### src/design/lkvc_pkg.sv
// ----------------------------------------------------------------------------
// lkvc_pkg
// Shared command codes and control bundles of the LRU key/value cache.
// ----------------------------------------------------------------------------
package lkvc_pkg;

   localparam int KEY_W   = 32;
   localparam int VALUE_W = 32;
   localparam int CMD_W   = 2;

   localparam logic [CMD_W-1:0] CMD_LOOKUP = 2'd0;
   localparam logic [CMD_W-1:0] CMD_INSERT = 2'd1;
   localparam logic [CMD_W-1:0] CMD_ERASE  = 2'd2;

   // Bookkeeping operation applied to the valid and age tables.
   typedef struct packed {
      logic touch;
      logic fill;
      logic remove;
   } upd_type;

   // Outcome of one scan over the store.
   typedef struct packed {
      logic hit;
   } match_status_type;

endpackage

### src/design/lkvc_store.sv
// ----------------------------------------------------------------------------
// lkvc_store
// Key and value memories with one write port and one registered read port.
// ----------------------------------------------------------------------------
module lkvc_store #(
   parameter int CAPACITY = 8,
   localparam int IDX_W = (CAPACITY > 1) ? $clog2(CAPACITY) : 1
) (
   input  logic                            clock,
   input  logic                            wr_en,
   input  logic [IDX_W-1:0]                wr_addr,
   input  logic [lkvc_pkg::KEY_W-1:0]      wr_key,
   input  logic [lkvc_pkg::VALUE_W-1:0]    wr_value,
   input  logic [IDX_W-1:0]                rd_addr,
   output logic [lkvc_pkg::KEY_W-1:0]      rd_key,
   output logic [lkvc_pkg::VALUE_W-1:0]    rd_value
);
   import lkvc_pkg::*;

   logic [KEY_W-1:0]   key_mem   [CAPACITY];
   logic [VALUE_W-1:0] value_mem [CAPACITY];
   logic [KEY_W-1:0]   rd_key_ff;
   logic [VALUE_W-1:0] rd_value_ff;

   always_ff @(posedge clock) begin
      if (wr_en) begin
         key_mem[wr_addr]   <= wr_key;
         value_mem[wr_addr] <= wr_value;
      end
      rd_key_ff   <= key_mem[rd_addr];
      rd_value_ff <= value_mem[rd_addr];
   end

   assign rd_key   = rd_key_ff;
   assign rd_value = rd_value_ff;

endmodule

### src/design/lkvc_match.sv
// ----------------------------------------------------------------------------
// lkvc_match
// Shared compare unit: examines one entry per cycle and keeps the hit, the
// first free slot and the least recent slot seen so far.
// ----------------------------------------------------------------------------
module lkvc_match #(
   parameter int CAPACITY = 8,
   localparam int IDX_W = (CAPACITY > 1) ? $clog2(CAPACITY) : 1
) (
   input  logic                            clock,
   input  logic                            clear,
   input  logic                            cmp_en,
   input  logic [IDX_W-1:0]                cmp_idx,
   input  logic [lkvc_pkg::KEY_W-1:0]      cmp_key,
   input  logic [lkvc_pkg::VALUE_W-1:0]    cmp_value,
   input  logic                            cmp_entry_valid,
   input  logic [IDX_W-1:0]                cmp_rank,
   input  logic [lkvc_pkg::KEY_W-1:0]      req_key,
   output lkvc_pkg::match_status_type      status,
   output logic [IDX_W-1:0]                hit_slot,
   output logic [IDX_W-1:0]                hit_rank,
   output logic [lkvc_pkg::VALUE_W-1:0]    hit_value,
   output logic [IDX_W-1:0]                fill_slot
);
   import lkvc_pkg::*;

   localparam logic [IDX_W-1:0] OLDEST = IDX_W'(CAPACITY - 1);

   logic               hit_ff,       hit_in;
   logic [IDX_W-1:0]   hit_slot_ff,  hit_slot_in;
   logic [IDX_W-1:0]   hit_rank_ff,  hit_rank_in;
   logic [VALUE_W-1:0] hit_value_ff, hit_value_in;
   logic               free_ff,      free_in;
   logic [IDX_W-1:0]   free_slot_ff, free_slot_in;
   logic [IDX_W-1:0]   lru_slot_ff,  lru_slot_in;

   always_comb begin
      hit_in       = hit_ff;
      hit_slot_in  = hit_slot_ff;
      hit_rank_in  = hit_rank_ff;
      hit_value_in = hit_value_ff;
      free_in      = free_ff;
      free_slot_in = free_slot_ff;
      lru_slot_in  = lru_slot_ff;
      if (clear) begin
         hit_in  = 1'b0;
         free_in = 1'b0;
      end else if (cmp_en) begin
         if (cmp_entry_valid && (cmp_key == req_key) && !hit_ff) begin
            hit_in       = 1'b1;
            hit_slot_in  = cmp_idx;
            hit_rank_in  = cmp_rank;
            hit_value_in = cmp_value;
         end
         if (!cmp_entry_valid && !free_ff) begin
            free_in      = 1'b1;
            free_slot_in = cmp_idx;
         end
         if (cmp_entry_valid && (cmp_rank == OLDEST)) begin
            lru_slot_in = cmp_idx;
         end
      end
   end

   always_ff @(posedge clock) begin
      hit_ff       <= hit_in;
      hit_slot_ff  <= hit_slot_in;
      hit_rank_ff  <= hit_rank_in;
      hit_value_ff <= hit_value_in;
      free_ff      <= free_in;
      free_slot_ff <= free_slot_in;
      lru_slot_ff  <= lru_slot_in;
   end

   assign status.hit  = hit_ff;
   assign hit_slot    = hit_slot_ff;
   assign hit_rank    = hit_rank_ff;
   assign hit_value   = hit_value_ff;
   // When the store is full the new key replaces the least recent entry.
   assign fill_slot   = free_ff ? free_slot_ff : lru_slot_ff;

endmodule

### src/design/lkvc_age_table.sv
// ----------------------------------------------------------------------------
// lkvc_age_table
// Valid bits and age ranks of all entries, updated together.
// ----------------------------------------------------------------------------
module lkvc_age_table #(
   parameter int CAPACITY = 8,
   localparam int IDX_W = (CAPACITY > 1) ? $clog2(CAPACITY) : 1
) (
   input  logic                clock,
   input  logic                reset,
   input  lkvc_pkg::upd_type   upd,
   input  logic [IDX_W-1:0]    upd_slot,
   input  logic [IDX_W-1:0]    upd_rank,
   input  logic [IDX_W-1:0]    rd_idx,
   output logic                rd_valid,
   output logic [IDX_W-1:0]    rd_rank
);
   import lkvc_pkg::*;

   logic             valid_ff [CAPACITY];
   logic             valid_in [CAPACITY];
   logic [IDX_W-1:0] rank_ff  [CAPACITY];
   logic [IDX_W-1:0] rank_in  [CAPACITY];

   always_comb begin
      for (int i = 0; i < CAPACITY; i++) begin
         valid_in[i] = valid_ff[i];
         rank_in[i]  = rank_ff[i];
         if (upd.touch) begin
            if (IDX_W'(i) == upd_slot) begin
               rank_in[i] = '0;
            end else if (valid_ff[i] && (rank_ff[i] < upd_rank)) begin
               rank_in[i] = rank_ff[i] + 1'b1;
            end
         end else if (upd.fill) begin
            if (IDX_W'(i) == upd_slot) begin
               valid_in[i] = 1'b1;
               rank_in[i]  = '0;
            end else if (valid_ff[i]) begin
               rank_in[i] = rank_ff[i] + 1'b1;
            end
         end else if (upd.remove) begin
            if (IDX_W'(i) == upd_slot) begin
               valid_in[i] = 1'b0;
               rank_in[i]  = '0;
            end else if (valid_ff[i] && (rank_ff[i] > upd_rank)) begin
               rank_in[i] = rank_ff[i] - 1'b1;
            end
         end
      end
   end

   always_ff @(posedge clock) begin
      for (int i = 0; i < CAPACITY; i++) begin
         if (reset) begin
            valid_ff[i] <= 1'b0;
            rank_ff[i]  <= '0;
         end else begin
            valid_ff[i] <= valid_in[i];
            rank_ff[i]  <= rank_in[i];
         end
      end
   end

   assign rd_valid = valid_ff[rd_idx];
   assign rd_rank  = rank_ff[rd_idx];

endmodule

### src/design/lru_key_value_cache.sv
// ----------------------------------------------------------------------------
// lru_key_value_cache
// Fully associative key/value store kept in least-recently-used order.
// ----------------------------------------------------------------------------
// A request is taken when the block is idle and then occupies it until its
// result is loaded. The key scan reads one entry of the key/value memory per
// cycle and feeds it to a single compare unit. After the scan come a drain
// state for the memory read, an update state for the valid and age tables
// and a done state, which waits until the result register can take the
// new result and then loads it. The result sits in its
// own register, so the next request is accepted while the previous result
// still waits to be taken. Reset empties the store at once through the valid
// bits; no clearing pass is needed. A lookup hit returns the stored value and
// makes the entry most recent; an insert of a present key only refreshes its
// age; an insert of a new key evicts the least recent entry when the store is
// full; an erase removes the key. Found always tells whether the key was
// present before the request, and value_out is zero except on a lookup hit.
// ----------------------------------------------------------------------------
module lru_key_value_cache #(
   parameter int CAPACITY = 8
) (
   input  logic                                    clock,
   input  logic                                    reset,
   input  logic                                    req_valid,
   output logic                                    req_ready,
   input  logic [lkvc_pkg::CMD_W-1:0]              req_command,
   input  logic signed [lkvc_pkg::KEY_W-1:0]       req_key,
   input  logic signed [lkvc_pkg::VALUE_W-1:0]     req_value_in,
   output logic                                    rsp_valid,
   input  logic                                    rsp_ready,
   output logic                                    rsp_found,
   output logic signed [lkvc_pkg::VALUE_W-1:0]     rsp_value_out
);
   import lkvc_pkg::*;

   localparam int IDX_W = (CAPACITY > 1) ? $clog2(CAPACITY) : 1;
   localparam logic [IDX_W-1:0] LAST_IDX = IDX_W'(CAPACITY - 1);

   typedef enum logic [4:0] {
      S_IDLE   = 5'b00001,
      S_SCAN   = 5'b00010,
      S_DRAIN  = 5'b00100,
      S_UPDATE = 5'b01000,
      S_DONE   = 5'b10000
   } state_type;

   state_type          state_ff, state_in;
   logic [IDX_W-1:0]   idx_ff, idx_in;
   logic               cmp_valid_ff;
   logic [IDX_W-1:0]   cmp_idx_ff;
   logic [CMD_W-1:0]   cmd_ff;
   logic [KEY_W-1:0]   key_ff;
   logic [VALUE_W-1:0] value_ff;
   logic               rsp_valid_ff, rsp_valid_in;
   logic               rsp_found_ff;
   logic [VALUE_W-1:0] rsp_value_ff;

   logic               req_fire;
   logic               rsp_load;

   logic [KEY_W-1:0]   rd_key;
   logic [VALUE_W-1:0] rd_value;
   logic               rd_entry_valid;
   logic [IDX_W-1:0]   rd_rank;

   match_status_type   status;
   logic [IDX_W-1:0]   hit_slot;
   logic [IDX_W-1:0]   hit_rank;
   logic [VALUE_W-1:0] hit_value;
   logic [IDX_W-1:0]   fill_slot;

   upd_type            upd;
   logic [IDX_W-1:0]   upd_slot;

   assign req_ready = (state_ff == S_IDLE);
   assign req_fire  = req_valid && req_ready;
   assign rsp_load  = (state_ff == S_DONE) && (!rsp_valid_ff || rsp_ready);

   // Sequencer: scan every entry, settle, apply the table update, report.
   always_comb begin
      state_in = state_ff;
      idx_in   = idx_ff;
      case (state_ff)
         S_IDLE: begin
            idx_in = '0;
            if (req_fire) begin
               state_in = S_SCAN;
            end
         end
         S_SCAN: begin
            if (idx_ff == LAST_IDX) begin
               idx_in   = '0;
               state_in = S_DRAIN;
            end else begin
               idx_in = idx_ff + 1'b1;
            end
         end
         S_DRAIN: begin
            state_in = S_UPDATE;
         end
         S_UPDATE: begin
            state_in = S_DONE;
         end
         S_DONE: begin
            if (rsp_load) begin
               state_in = S_IDLE;
            end
         end
         default: begin
            state_in = S_IDLE;
         end
      endcase
   end

   // The table update depends only on the command and whether the key hit.
   always_comb begin
      upd      = '0;
      upd_slot = hit_slot;
      if (state_ff == S_UPDATE) begin
         case (cmd_ff)
            CMD_LOOKUP: begin
               upd.touch = status.hit;
            end
            CMD_INSERT: begin
               upd.touch = status.hit;
               upd.fill  = !status.hit;
               if (!status.hit) begin
                  upd_slot = fill_slot;
               end
            end
            CMD_ERASE: begin
               upd.remove = status.hit;
            end
            default: begin
               // The unused command code only reports whether the key is held.
               upd = '0;
            end
         endcase
      end
   end

   always_comb begin
      rsp_valid_in = rsp_valid_ff;
      if (rsp_load) begin
         rsp_valid_in = 1'b1;
      end else if (rsp_ready) begin
         rsp_valid_in = 1'b0;
      end
   end

   always_ff @(posedge clock) begin
      if (reset) begin
         state_ff     <= S_IDLE;
         idx_ff       <= '0;
         cmp_valid_ff <= 1'b0;
         rsp_valid_ff <= 1'b0;
      end else begin
         state_ff     <= state_in;
         idx_ff       <= idx_in;
         cmp_valid_ff <= (state_ff == S_SCAN);
         rsp_valid_ff <= rsp_valid_in;
      end
   end

   always_ff @(posedge clock) begin
      cmp_idx_ff <= idx_ff;
      if (req_fire) begin
         cmd_ff   <= req_command;
         key_ff   <= req_key;
         value_ff <= req_value_in;
      end
      if (rsp_load) begin
         rsp_found_ff <= status.hit;
         rsp_value_ff <= ((cmd_ff == CMD_LOOKUP) && status.hit) ? hit_value : '0;
      end
   end

   lkvc_store #(
      .CAPACITY (CAPACITY)
   ) u_store (
      .clock    (clock),
      .wr_en    (upd.fill),
      .wr_addr  (fill_slot),
      .wr_key   (key_ff),
      .wr_value (value_ff),
      .rd_addr  (idx_ff),
      .rd_key   (rd_key),
      .rd_value (rd_value)
   );

   lkvc_age_table #(
      .CAPACITY (CAPACITY)
   ) u_age_table (
      .clock    (clock),
      .reset    (reset),
      .upd      (upd),
      .upd_slot (upd_slot),
      .upd_rank (hit_rank),
      .rd_idx   (cmp_idx_ff),
      .rd_valid (rd_entry_valid),
      .rd_rank  (rd_rank)
   );

   lkvc_match #(
      .CAPACITY (CAPACITY)
   ) u_match (
      .clock           (clock),
      .clear           (req_fire),
      .cmp_en          (cmp_valid_ff),
      .cmp_idx         (cmp_idx_ff),
      .cmp_key         (rd_key),
      .cmp_value       (rd_value),
      .cmp_entry_valid (rd_entry_valid),
      .cmp_rank        (rd_rank),
      .req_key         (key_ff),
      .status          (status),
      .hit_slot        (hit_slot),
      .hit_rank        (hit_rank),
      .hit_value       (hit_value),
      .fill_slot       (fill_slot)
   );

   assign rsp_valid     = rsp_valid_ff;
   assign rsp_found     = rsp_found_ff;
   assign rsp_value_out = rsp_value_ff;

`ifndef SYNTH
   // The last entry is compared while the scan drains.
   a_drain_last: assert property (@(posedge clock) disable iff (reset)
      (state_ff == S_DRAIN) |-> (cmp_valid_ff && (cmp_idx_ff == LAST_IDX)))
      else $error("scan did not end on the last entry");

   // A new entry is only written when the key was not already held.
   a_fill_miss: assert property (@(posedge clock) disable iff (reset)
      upd.fill |-> (!status.hit && (cmd_ff == CMD_INSERT)))
      else $error("fill issued for a key that hit");

   // The update state, where the tables change, is followed by the done state.
   a_update_once: assert property (@(posedge clock) disable iff (reset)
      (state_ff == S_UPDATE) |=> (state_ff == S_DONE))
      else $error("update state did not move on to the result");

   // No request is taken while the sequencer is busy.
   a_busy: assert property (@(posedge clock) disable iff (reset)
      req_fire |=> !req_ready)
      else $error("request accepted while busy");
`endif

endmodule

### config.mk
export PLATFORM = sky130hd
export DESIGN_NAME = lru_key_value_cache
export DESIGN_NICKNAME = d
export VERILOG_FILES = /design/src/design/lkvc_pkg.sv /design/src/design/lkvc_store.sv /design/src/design/lkvc_match.sv /design/src/design/lkvc_age_table.sv /design/src/design/lru_key_value_cache.sv
export SDC_FILE = /design/constraint.sdc
export NUM_CORES = 1
export LEC_CHECK = 0
export BUFFER_PORTS_ARGS = -buffer_cell sky130_fd_sc_hd__buf_2
export CAP_MARGIN = 30
export CORE_MARGIN = 2
export CORE_UTILIZATION = 45
export CTS_CLUSTER_SIZE = 16
export DETAILED_ROUTE_END_ITERATION = 10
export PLACE_DENSITY_LB_ADDON = 0.08
export REMOVE_ABC_BUFFERS = 1
export SLEW_MARGIN = 20
export SYNTH_ARGS = -nofsm -noshare
export SYNTH_HDL_FRONTEND = slang
export SYNTH_HIERARCHICAL = 1
export SYNTH_SLANG_ARGS = --single-unit
### constraint.sdc
create_clock -name clock -period 18.5 [get_ports clock]
set_input_delay 0.925 -clock clock [delete_from_list [all_inputs] [get_ports clock]]
set_output_delay 0.925 -clock clock [all_outputs]
set_load 0.02 [all_outputs]
==> metrics.md <==
| Metric | Value |
|---|---|
| Post-DP HPWL | `32280 um` |
| Finish-stage setup viols | `0` |
| Ports | `105` |
| Async SR Flop Fraction | `0` |
| Delay-heaviest family, CP | `simple AND/OR/NAND/NOR gates` |
| Placed Instance Area | `30770 um2` |
| Worst setup SP type | `register` |
| Total power draw | `3.667 mW` |
| Max stage delay cell, worst path | `nor2_4` |
| Synth-to-layout area growth | `14.78%` |
| Share of post-route cells with drive strength above 1 | `0.2869` |
| Hold-fix buffers, CTS | `0` |
| Worst Hold Class | `register to register` |
| Hold slack | `0.3984 ns` |
| Root buffer cell | `clkbuf_16` |
| Clock transition at path regs | `0.06 ns` |
| Die extent in x | `258.6 um` |
| H-tree depth | `3` |
| Synthesized area | `29170 um2` |
| Initial Utilization | `0.4542` |
| Yosys reg bits | `766` |
| Wire per inst | `22.84 um` |
| PortBufs | `104` |
| Number of detailed-route iterations in the first pass | `5` |
| Post-route clock period utilization | `0.1895` |
| First-pass GRT wire length | `89510 um` |
| Post-synthesis sequential area ratio | `0.7504` |
| Clk_lat worst skew | `0.61 ns` |
| Slew @ Worst Pin | `0.9280 ns` |
| Die height | `258.6 um` |
| Antenna viol nets, final | `0` |
| Pin count of the biggest net entering global routing | `65` |
| Pre-CTS WS | `14.93 ns` |
| PD cells | `109.5 nW/um2` |
| Core area | `64230 um2` |
| Worst-path cell chain | `nor4_1 > nand4_1 > inv_1 > nand2b_1 > nor2_4 > buf_4` |
| Endpoint class of the critical path | `register` |
| Die area | `66880 um2` |
| Post-synth top flop | `edfxtp_1` |
| Register Area | `21900 um2` |
| Avg Inst Size Synth | `19.66 um2` |
| Clock skew | `0.02401 ns` |
| Max Fanout on Critical Path | `40` |
| Post-CTS sizing | `0` |
| Fin crit period | `3.506 ns` |
| Most used cells in the layout excluding fill and tap cells | `edfxtp_1 (655), mux4_2 (136), dfxtp_1 (108)` |
| Filler cell count | `5208` |
| Fin. Hold Viols | `0` |
| GRT Util Overall | `0.1783` |
| Post-Route Setup TNS | `0 ns` |
| Clk sink count | `766` |
| DRC violations left | `0` |
| Cells after DPL | `2412` |
| Clk buf depth | `3` |
| Antenna cells | `0` |
| Multi-input gate area | `6924 um2` |
| Setup ws final | `14.99 ns` |
| Leak Pwr | `10.97 nW` |
| Fmax | `285.2 MHz` |
| Rows | `93` |
| Final Cell Area | `33480 um2` |
| Vias in the first global route | `14530` |
| Total gr overflow | `0` |
| Commonest non-fill, non-tap cell in the layout | `edfxtp_1` |
| Final Util | `0.5213` |
| Worst slew margin | `0.3814` |
| Max-cap violations | `0` |
| Number of setup buffers added after CTS | `0` |
| Setup CP Type | `register to register` |
| CP bufs+invs | `2` |
| TritonCTS Buffers | `80` |
| Final Wtd Congestion | `0.7905` |
| Status | `finished clean` |
| Data required, critical path | `18.73 ns` |
| DRT iter0 DRCs | `901` |
| Via density | `5.425` |
| Antenna violations before repair | `0` |
| Worst vdd ir | `0.07704 mV` |
| Mapped Cells | `1484` |
| TritonCTS clock tree | `built` |
| RSZ-0062 raised after global routing | `false` |
| Final wirelength | `58540 um` |
| Yosys warns | `6` |
| Slew Limit Fails | `0` |
| Critical path arrival | `3.74 ns` |
| Non-Filler Instances | `2563` |
| Post-synth EDFFs | `655` |
| Synth cell types | `61` |
| Total number of vias | `13900` |
| NumNets Final | `1753` |
| Critical path's largest stage delay | `0.77 ns` |
[flip-flops by register name, indices dropped and copies added (netlist names), 5 cells and up]
signal / cells
u_store/key_mem: 256
u_store/value_mem: 256
key_ff: 32
rsp_value_out: 32
u_match/hit_value: 32
u_store/rd_key: 32
u_store/rd_value: 32
value_ff: 32
u_age_table/rank_ff: 24
u_age_table/valid_ff: 8
state_ff: 5
[layout make-up]
cell class | instances | area share
flip-flops and latches | 766 | 0.6541
multi-input cells | 634 | 0.2068
clock buffers | 123 | 0.07190
well taps | 855 | 0.03195
repair buffers | 130 | 0.02421
clock inverters | 26 | 0.007773
inverters | 29 | 0.003251
[cell families after synthesis]
family | Yosys count | synth area share
adder cells (fa/ha/maj) | 42 | 0.01801
buffers and inverters | 84 | 0.01510
XOR/XNOR | 37 | 0.01111
AO/OA/AOI/OAI | 134 | 0.02985
multiplexers | 214 | 0.1348
AND/OR/NAND/NOR | 207 | 0.04066
flip-flops | 766 | 0.7504
[metal layers]
layer,up-vias,wire length [um],track usage
met5,-,0,0
met4,0,1308,0.05395
met3,90,2303,0.02739
met1,7216,26560,0.2479
met2,278,28370,0.2929
li1,6319,-,-
[cell usage after synthesis, drive strengths merged (25+ instances only)]
cell type  count  share of area
edfxtp       655           0.67
o21ai         31         0.0053
buf           36         0.0089
nand2         34         0.0044
nor2          25         0.0035
ha            42          0.018
and2          35         0.0075
xor2          28         0.0084
inv           29         0.0037
a21oi         37         0.0063
mux2          72          0.028
dfxtp        111          0.076
mux4         136           0.10
[final timing paths]
| check | start | to | slack, ns | cells past startpoint |
|---|---|---|---|---|
| max | state_ff[4]$_SDFFE_PP0P_ | u_store/key_mem[1][30]$_DFFE_PP_ | 14.99 | 6 |
| min | u_store/rd_value[30]$_DFF_P_ | u_match/hit_value[30]$_DFFE_PP_ | 0.40 | 0 |
| max reg2reg | state_ff[4]$_SDFFE_PP0P_ | u_store/key_mem[1][30]$_DFFE_PP_ | 14.99 | 6 |
| min reg2reg | u_store/rd_value[30]$_DFF_P_ | u_match/hit_value[30]$_DFFE_PP_ | 0.40 | 0 |
[where the power goes]
part	switching (mW)	internal, mW	leakage, nW
clock	0.636	0.966	1.31
combinational	0.0503	0.0399	2.74
sequential	0.0471	1.93	6.92
Power figures use the tool's default switching activity.
